==> src/hdl/bba_pkg.sv <==
package bba_pkg;

   // Bitmap geometry.
   localparam int unsigned WORD_BITS          = 32;
   localparam int unsigned BIT_W              = $clog2(WORD_BITS);
   localparam int unsigned MAX_BLOCKS_DEFAULT = 32768;

   // The free counter is 16 bits wide, so its cap never exceeds this.
   localparam int unsigned COUNT_LIMIT = 65535;

   // Field widths.
   localparam int unsigned KIND_W   = 3;
   localparam int unsigned ADDR_W   = 32;
   localparam int unsigned WIDX_W   = 10;
   localparam int unsigned DATA_W   = 32;
   localparam int unsigned STATUS_W = 2;
   localparam int unsigned COUNT_W  = 16;
   localparam int unsigned TOTAL_W  = 16;

   // Request kinds.
   localparam logic [KIND_W-1:0] KIND_ALLOC = 3'd0;
   localparam logic [KIND_W-1:0] KIND_FREE  = 3'd1;
   localparam logic [KIND_W-1:0] KIND_LOAD  = 3'd2;
   localparam logic [KIND_W-1:0] KIND_READ  = 3'd3;
   localparam logic [KIND_W-1:0] KIND_SET   = 3'd4;

   // Response status codes.
   localparam logic [STATUS_W-1:0] STATUS_OK      = 2'd0;
   localparam logic [STATUS_W-1:0] STATUS_NOSPACE = 2'd1;
   localparam logic [STATUS_W-1:0] STATUS_RANGE   = 2'd2;

   // Configuration register indexes.
   localparam logic CSR_TOTAL_BLOCKS = 1'b0;
   localparam logic CSR_DATA_START   = 1'b1;

   // Outcome of searching one bitmap word for a free block.
   typedef struct packed {
      logic                 found;
      logic [BIT_W-1:0]     bit_idx;
      logic [WORD_BITS-1:0] new_word;
   } search_result_type;

endpackage

==> src/hdl/bba_word_search.sv <==
module bba_word_search (
   input  logic [bba_pkg::WORD_BITS-1:0] word,
   input  logic [bba_pkg::WORD_BITS-1:0] valid_mask,
   output bba_pkg::search_result_type    result
);

   logic [bba_pkg::WORD_BITS-1:0] cand;
   logic [bba_pkg::WORD_BITS-1:0] lowest;
   logic [bba_pkg::BIT_W-1:0]     idx;

   // Isolate the lowest clear bit among the bits that may be granted.
   assign cand   = ~word & valid_mask;
   assign lowest = cand & (~cand + bba_pkg::WORD_BITS'(1));

   // Encode the one-hot bit into its position.
   always_comb begin
      idx = '0;
      for (int b = 0; b < bba_pkg::WORD_BITS; b++) begin
         if (lowest[b]) begin
            idx = idx | bba_pkg::BIT_W'(b);
         end
      end
   end

   assign result.found    = |cand;
   assign result.bit_idx  = idx;
   assign result.new_word = word | lowest;

endmodule

==> config.mk <==
export PLATFORM = sky130hd
export DESIGN_NAME = bba_word_search
export DESIGN_NICKNAME = d
export VERILOG_FILES = /design/src/hdl/bba_pkg.sv /design/src/hdl/bba_word_search.sv
export SDC_FILE = /design/constraint.sdc
export NUM_CORES = 1
export LEC_CHECK = 0
export ABC_AREA = 1
export BUFFER_PORTS_ARGS = -buffer_cell sky130_fd_sc_hd__buf_2
export CELL_PAD_IN_SITES_DETAIL_PLACEMENT = 1
export CELL_PAD_IN_SITES_GLOBAL_PLACEMENT = 1
export CORE_MARGIN = 5
export CORE_UTILIZATION = 25
export DETAILED_ROUTE_END_ITERATION = 12
export PLACE_DENSITY = 0.9
export RECOVER_POWER = 25
export SYNTH_ARGS = -nofsm -noshare
export SYNTH_HDL_FRONTEND = slang
export SYNTH_SLANG_ARGS = --single-unit
==> constraint.sdc <==
create_clock -name vclk -period 1.85
set_input_delay 0.37 -clock vclk [all_inputs]
set_output_delay 0.37 -clock vclk [all_outputs]
set_load 0.005 [all_outputs]
==> flow_summary_export.csv, run 1 <==
group,metric,value,unit
status,status,"finished, violations left",
status,failed_checks,"setup timing",
timing,maxSlewViolCount,0,
routing,detailedRoute.firstIterationViolations,244,
routing,via_count,3102,
critical_path,cp-startpoint,"word[2]",
timing,finalWorstSetupSlack,-0.6247,ns
power_and_ir_drop,power.share.sequential,0,%
timing,min_period,2.475,ns
synth,synth.area.mux_share,0,%
synth,synth_fa_ha_area_share,0,%
worst_hold_path,worst_min_delay_path_category,"in2out",
synth,unique_cell_type_count_in_the_yosys_netlist,21,
cts,number_of_buffers_inserted_by_hold_repair_at_cts,0,
critical_path,critical_path_peak_fanout,3,
power_and_ir_drop,p_sw,0.5277,mW
timing,worstMarginPinSlew,0.3200,ns
critical_path,arrival_time_worst_endpoint,2.10,ns
synth,synth.net_count,370,
power_and_ir_drop,power_density,240.8,nW/um2
critical_path,slowest_stage_delay_on_critical_path,0.23,ns
grt,grt_pass1_wl,14970,um
routing,detail_route.drc_violations,0,
timing,unrepaired_setup_endpoints_after_global_routing,"yes",
grt,grt_pass1_vias,2972,
critical_path,crit_buf_inv,4,
grt,total_grt_usage,25.66,%
power_and_ir_drop,power.combinational.fraction,100.0,%
floorplanning,chipHeight,84.64,um
timing,setup_viol,28,
timing,setup_total_negative_slack,-5.088,ns
floorplanning,fp.dieW,84.64,um
power_and_ir_drop,fraction_of_power_spent_switching_nets,58.50,%
synth,synth_xor_xnor_area_share,0,%
critical_path,criticalPathCategory,"in2out",
layout,clock_buffers,0,
critical_path,wp_data_required,1.48,ns
critical_path,end_kind,"output pin",
floorplanning,floorplan.initialDensity,25.45,%
timing,timing.final.hold_violations,0,
flow_run,max-cap-violations,0,
layout,layout_commonest_cell,"sky130_fd_sc_hd__buf_2",
synth,synthSimpleGateAreaFrac,80.32,%
critical_path,critical-path-top-cell-by-count,"sky130_fd_sc_hd__nor2_1",
synth,largest_family_of_logic_cells_by_synthesized_area,"simple AND/OR/NAND/NOR gates",
critical_path,crit_chain,"buf_6 > inv_2 > nand2_4 > buf_4 > nand3_2 > nor2_1 > nor2_1 > nand2_1 > nor2_2 > nand3_2 > nor2_1 > nand2_1 > buf_2",
synth,area_of_the_mapped_netlist,1393,um2
synth,share_of_the_yosys_chip_area_belonging_to_registers,0,%
routing,routed_wirelength,14420,um
grt,grt_start_max_net_pins,6,
power_and_ir_drop,ir_worst_vdd,0.1624,mV
placed_design,dp_hpwl,6507,um
layout,most-common-layout-cells,"sky130_fd_sc_hd__buf_2, sky130_fd_sc_hd__buf_4, sky130_fd_sc_hd__buf_6, sky130_fd_sc_hd__nand2_4, sky130_fd_sc_hd__nand2_2",
synth,ys_warn_count,0,
timing,finalHoldWorstSlack,0.9977,ns
floorplanning,pin_count,102,
synth,synth.top_cells.by_area,"sky130_fd_sc_hd__nand2_1, sky130_fd_sc_hd__inv_1, sky130_fd_sc_hd__nor2_1, sky130_fd_sc_hd__nand3_1, sky130_fd_sc_hd__nand2_2",
critical_path,critPathLaunchType,"input port",
synth,synth_compound_gate_area_share,2.426,%
timing,max_freq,0.4041,GHz
synth,synth_area_leader_cell,"sky130_fd_sc_hd__nand2_1",
routing,detail_route.vias_per_cell,5.549,
power_and_ir_drop,power_report.internal_total,0.3744,mW
critical_path,critPathSlowestCell,"sky130_fd_sc_hd__nor2_2",
timing,layout_worst_path_cycle_share,133.8,%
routing,wl_per_cell,25.79,um
placed_design,port_buffers,102,
synth,syn-mean-instance-area,4.551,um2
floorplanning,core_area,5473,um2
placed_design,gp_congestion,0.8716,
synth,yosysTopAreaCellShare,30.46,%
critical_path,category_of_cells_accounting_for_the_largest_share_of_critical_path_delay,"simple AND/OR/NAND/NOR gates",
timing,worst_slew_margin_rel,78.44,%
grt,grt.overflow.total,0,
synth,syn_inst,306,
layout,final_net_count,552,
layout,sequential_cell_count_of_the_final_layout,0,
floorplanning,fp-row-count,27,
layout,post-route-util,68.45,%
layout,register_area,0,um2
layout,post_route_cells_drive_above_1_share,77.16,%
worst_hold_path,timing.hold.worst.start,"word[7]",
grt,number_of_antenna_violations_at_the_first_check_in_global_routing,1,
power_and_ir_drop,clkPwrFrac,0,%
layout,syn_to_final_growth,169.0,%
routing,final_antenna_net_count,0,
floorplanning,die_area,7163,um2
power_and_ir_drop,total_leakage_power,2.143,nW
routing,1st_pass_router_iterations,5,
## power by group through the flow
stage	clock, mW	combinational [mW]	sequential (mW)
final	0.0000000724	0.902	0
after global placement	0	0.440	0
after detailed placement	0	0.466	0
after global routing	0.0000000723	0.933	0
after floorplan	0	0.220	0
after CTS	0	0.605	0
## layer usage
layer  wire [um]  track usage, %  part of all wire, %  vias up
li1            -               -                    -     1284
met1        5037           27.79                   35     1508
met2        7207           48.11                   50      222
met4        1153           12.09                  8.0        0
met5           0               0                    0        -
met3        1021           3.925                  7.1       88
## final timing paths
path              cells after the start  slack, ns    endpoint
hold / removal                        4        1.0   result[7]
setup / recovery                     13      -0.62  result[32]
## kinds of logic after synthesis
logic type | count (synthesis)
compound gates | 6
buf+inv | 64
simple gates | 236
## metrics by stage
step           setup WS [ns]  cell area, um2  power [mW]  std cells
6_report             -0.6247            3746      0.9021        559
5_1_grt              -0.5938            3746      0.9334        559
4_1_cts              -0.1380            2947      0.6052        546
3_5_place_dp         -0.3000            2406      0.4659        535
3_3_place_gp         -0.2611            2406      0.4402        535
2_1_floorplan         0.1795            1393      0.2202        306
## synthesized netlist by cell type, drive strengths merged
cell type and instances:
nand2 131, inv 64, nor2 60, nand3 23, nand4 10, nor3 6
o21ai 5, and2 2, nand3b 2, or2 2, a21oi 1
## layout make-up
cell class,count,area [um2]
Antenna cell,1,2.502
Fill cell,676,1727
Inverter,64,267.8
Multi-Input combinational cell,242,2008
Tap cell,72,90.09
Timing Repair Buffer,180,1378
## timing repair
| item | CTS | global route |
|---|---|---|
| endpoints found under the setup margin | 26 | 29 |
| resized for setup | 140 | 176 |
| setup buffers | 11 | 17 |
| pin swaps | 68 | 87 |
No activity file was read; power rests on OpenSTA's default activity.
==> run 2, diff against run 1 <==
Settings changed: RECOVER_POWER 25 to 50.
==> flow_summary_export.csv, run 2 (synthesis results as in run 1) <==
group,metric,value,unit
critical_path,critPathLaunchType,"input port",
floorplanning,pin_count,102,
grt,groute.layer.met2.usage,48.11,%
layout,post_route_cells_drive_above_1_share,76.95,%
floorplanning,die_area,7163,um2
timing,min_period,2.475,ns
placed_design,port_buffers,102,
layout,register_area,0,um2
grt,total_grt_usage,25.66,%
timing,maxSlewViolCount,0,
critical_path,criticalPathCategory,"in2out",
placed_design,post-place-ws,-0.3000,ns
grt,number_of_antenna_violations_at_the_first_check_in_global_routing,1,
worst_hold_path,worst_min_delay_path_category,"in2out",
routing,detailedRoute.firstIterationViolations,244,
placed_design,gp_congestion,0.8716,
timing,max_freq,0.4041,GHz
critical_path,wp_data_required,1.48,ns
power_and_ir_drop,ir_worst_vdd,0.1607,mV
timing,worst_slew_margin_rel,78.44,%
layout,clock_buffers,0,
grt,grt_pass1_wl,14970,um
timing,timing.final.hold_violations,0,
power_and_ir_drop,power_after_layout,0.9018,mW
grt,gr-max-usage-layer,"met2",
grt,grt_pass1_vias,2972,
power_and_ir_drop,power.share.sequential,0,%
power_and_ir_drop,fraction_of_power_spent_switching_nets,58.53,%
layout,syn_to_final_growth,168.9,%
floorplanning,floorplan.initialDensity,25.45,%
routing,routed_wirelength,14420,um
layout,most-common-layout-cells,"sky130_fd_sc_hd__buf_2, sky130_fd_sc_hd__buf_4, sky130_fd_sc_hd__buf_6, sky130_fd_sc_hd__nand2_4, sky130_fd_sc_hd__nand2_2",
flow_run,max-cap-violations,0,
critical_path,cp-startpoint,"word[2]",
critical_path,crit_chain,"buf_6 > inv_2 > nand2_4 > buf_4 > nand3_2 > nor2_1 > nor2_1 > nand2_1 > nor2_2 > nand3_2 > nor2_1 > nand2_1 > buf_2",
floorplanning,fp.dieW,84.64,um
routing,detail_route.drc_violations,0,
grt,grt.overflow.total,0,
grt,grt_start_max_net_pins,6,
routing,via_count,3102,
layout,post-route-util,68.43,%
timing,finalWorstSetupSlack,-0.6247,ns
critical_path,arrival_time_worst_endpoint,2.10,ns
status,failed_checks,"setup timing",
critical_path,end_kind,"output pin",
routing,1st_pass_router_iterations,5,
grt,groute.layer.met1.usage,27.79,%
power_and_ir_drop,p_sw,0.5278,mW
placed_design,placed_area,2406,um2
power_and_ir_drop,power_report.internal_total,0.3740,mW
floorplanning,core_area,5473,um2
power_and_ir_drop,power_density,240.8,nW/um2
layout,layout_commonest_cell,"sky130_fd_sc_hd__buf_2",
status,status,"finished, violations left",
layout,final_net_count,552,
power_and_ir_drop,power.combinational.fraction,100.0,%
cts,number_of_buffers_inserted_by_hold_repair_at_cts,0,
timing,layout_worst_path_cycle_share,133.8,%
routing,final_antenna_net_count,0,
critical_path,critical-path-top-cell-by-count,"sky130_fd_sc_hd__nor2_1",
routing,wl_per_cell,25.79,um
floorplanning,fp-row-count,27,
power_and_ir_drop,total_leakage_power,2.140,nW
timing,setup_viol,28,
critical_path,slowest_stage_delay_on_critical_path,0.23,ns
power_and_ir_drop,clkPwrFrac,0,%
routing,detail_route.vias_per_cell,5.549,
critical_path,critical_path_peak_fanout,3,
placed_design,dp_hpwl,6507,um
layout,sequential_cell_count_of_the_final_layout,0,
grt,global_route.usage.met3,3.925,%
critical_path,critPathSlowestCell,"sky130_fd_sc_hd__nor2_2",
timing,unrepaired_setup_endpoints_after_global_routing,"yes",
timing,worstMarginPinSlew,0.3200,ns
critical_path,worst_setup_path_endpoint,"result[32]",
floorplanning,chipHeight,84.64,um
layout,design_area,3745,um2
==> run 2: cell count changes in the layout (fill, tap and decap cells not counted) <==
cell,change
sky130_fd_sc_hd__buf_2,-1
sky130_fd_sc_hd__clkbuf_1,+1
==> run 2: routing by layer <==
metal	up-vias	routed length (um)	part of all wire [%]
li1	1284	-	-
met1	1508	5032	35
met2	222	7205	50
met3	88	1025	7.1
met4	0	1153	8.0
met5	-	0	0
==> run 2: worst min-delay path by stage <==
stage / start / to / cells after the start
after floorplan: word[7] / result[7] / 2
after global placement: word[10] / result[10] / 4
after detailed placement: word[7] / result[7] / 4
after CTS: word[1] / result[1] / 3
after global routing: word[7] / result[7] / 4
final: word[7] / result[7] / 4
==> run 2: through the flow <==
stage / std cells / TNS (ns) / hold slack [ns]
after global placement: 535 / -2.655 / 0.9967
after CTS: 546 / -1.239 / 1.006
after global routing: 559 / -6.129 / 1.010
final: 559 / -5.088 / 0.9977
after floorplan: 306 / 0 / 0.8166
after detailed placement: 535 / -3.724 / 1.000
==> run 2: layout make-up <==
type | instances | area (um2)
Inverter | 64 | 267.8
Fill cell | 677 | 1728
Timing Repair Buffer | 180 | 1376
Antenna cell | 1 | 2.502
Tap cell | 72 | 90.09
Multi-Input combinational cell | 242 | 2008
==> run 2: power by group through the flow <==
stage                     combinational (mW)    clock (mW)  sequential [mW]
final                                  0.902  0.0000000724                0
after detailed placement               0.466             0                0
after CTS                              0.605             0                0
after global routing                   0.933  0.0000000723                0
after global placement                 0.440             0                0
after floorplan                        0.220             0                0
==> run 2: worst max-delay path, delay by kind of cell <==
family                 cells  cell delay, ns
AND/OR/NAND/NOR            9            1.26
buffers and inverters      4            0.48
==> run 2: repair_timing <==
action / in CTS / in global routing
gates resized for setup: 140 / 176
buffers inserted: 11 / 17
endpoints found under the setup margin: 26 / 29
pin swaps: 68 / 87
==> run 3, diff against run 2 <==
Settings changed: REMOVE_ABC_BUFFERS set to 1, SETUP_SLACK_MARGIN set to 0.3, SKIP_LAST_GASP set to 1.
==> flow_summary_export.csv, run 3 (synthesis results as in run 1) <==
group,metric,value,unit
status,status,"finished, violations left",
status,failed_checks,"setup timing",
cts,number_of_buffers_inserted_by_hold_repair_at_cts,0,
grt,grt_pass1_vias,3306,
grt,grt_start_max_net_pins,6,
floorplanning,pin_count,102,
routing,final_antenna_net_count,0,
routing,wl_per_cell,26.06,um
timing,setup_viol,31,
floorplanning,floorplan.initialDensity,25.45,%
grt,number_of_antenna_violations_at_the_first_check_in_global_routing,0,
floorplanning,core_area,5473,um2
grt,grt_pass1_wl,17780,um
flow_run,max-cap-violations,0,
routing,detail_route.vias_per_cell,5.622,
layout,clock_buffers,0,
timing,max_freq,0.4237,GHz
critical_path,arrival_time_worst_endpoint,1.99,ns
routing,via_count,3182,
layout,syn_to_final_growth,150.5,%
grt,grt.overflow.total,0,
layout,most-common-layout-cells,"sky130_fd_sc_hd__buf_2, sky130_fd_sc_hd__buf_4, sky130_fd_sc_hd__nand2_1, sky130_fd_sc_hd__nand2_2, sky130_fd_sc_hd__nand2_4",
critical_path,end_kind,"output pin",
layout,final_net_count,560,
critical_path,critical_path_peak_fanout,4,
layout,layout.cells.non_filler,566,
floorplanning,chipHeight,84.64,um
worst_hold_path,timing.hold.worst.start,"word[19]",
timing,maxSlewViolCount,0,
routing,1st_pass_router_iterations,5,
placed_design,port_buffers,102,
layout,design_area,3488,um2
placed_design,placed_area,2406,um2
timing,unrepaired_setup_endpoints_after_global_routing,"yes",
floorplanning,fp-row-count,27,
timing,worst_slew_margin_rel,74.86,%
layout,post_route_cells_drive_above_1_share,72.87,%
layout,post-route-util,63.74,%
power_and_ir_drop,ir_worst_vdd,0.1353,mV
layout,register_area,0,um2
timing,finalHoldWorstSlack,1.012,ns
timing,worstMarginPinSlew,0.3758,ns
layout,sequential_cell_count_of_the_final_layout,0,
floorplanning,die_area,7163,um2
timing,min_period,2.360,ns
critical_path,cp-startpoint,"word[0]",
grt,total_grt_usage,31.08,%
timing,finalWorstSetupSlack,-0.5101,ns
timing,timing.final.hold_violations,0,
routing,routed_wirelength,14750,um
worst_hold_path,worst_min_delay_path_category,"in2out",
floorplanning,fp.dieW,84.64,um
power_and_ir_drop,power_after_layout,0.8328,mW
routing,detail_route.drc_violations,0,
critical_path,wp_data_required,1.48,ns
worst_hold_path,timing.hold.worst_path_depth,4,
power_and_ir_drop,power_density,238.7,nW/um2
critical_path,criticalPathCategory,"in2out",
timing,setup_total_negative_slack,-8.233,ns
placed_design,gp_congestion,0.8716,
critical_path,critPathLaunchType,"input port",
timing,layout_worst_path_cycle_share,127.6,%
placed_design,post-place-ws,-0.3000,ns
placed_design,dpl.cell_count,535,
routing,detailedRoute.firstIterationViolations,199,
layout,layout_commonest_cell,"sky130_fd_sc_hd__buf_2",
placed_design,dp_hpwl,6507,um
layout,antenna-diode-count,0,
power_and_ir_drop,total_leakage_power,2.097,nW
==> run 3: timing repair <==
action	in CTS	in global routing
gates resized for setup	171	76
endpoints found under the setup margin	33	34
pin swaps	80	49
buffers inserted	18	13
==> run 3: layout make-up <==
type | instances | area (um2)
inverter | 64 | 260.3
fill | 744 | 1984
multi-input combinational | 242 | 1773
timing repair buffer | 188 | 1365
tap | 72 | 90.09
==> run 3: routing by layer <==
metal / GRT usage (%) / wire (um)
met3: 5.201 / 1135
met5: 0 / 0
met1: 31.59 / 5032
met2: 58.01 / 7043
met4: 19.71 / 1536
==> run 3: worst max-delay path, stage by stage <==
cell and delay (ns):
sky130_fd_sc_hd__buf_8 0.08, sky130_fd_sc_hd__clkinv_4 0.06, sky130_fd_sc_hd__nand2_4 0.09, sky130_fd_sc_hd__nand2_8 0.08, sky130_fd_sc_hd__nor2_4 0.16, sky130_fd_sc_hd__buf_6 0.14
sky130_fd_sc_hd__nand3_4 0.12, sky130_fd_sc_hd__nor3_4 0.33, sky130_fd_sc_hd__o21ai_4 0.17, sky130_fd_sc_hd__nand3_2 0.12, sky130_fd_sc_hd__nor2_2 0.05, sky130_fd_sc_hd__nand2_1 0.09
sky130_fd_sc_hd__buf_2 0.12
==> run 3: power breakdown <==
group / leakage (nW) / internal (mW) / switching [mW]
registers: 0 / 0 / 0
logic: 2.10 / 0.345 / 0.488
clock network: 0 / 0 / 0
==> run 3: worst paths after layout <==
check,to,slack (ns)
hold / removal,result[19],1.01
setup / recovery,result[32],-0.51
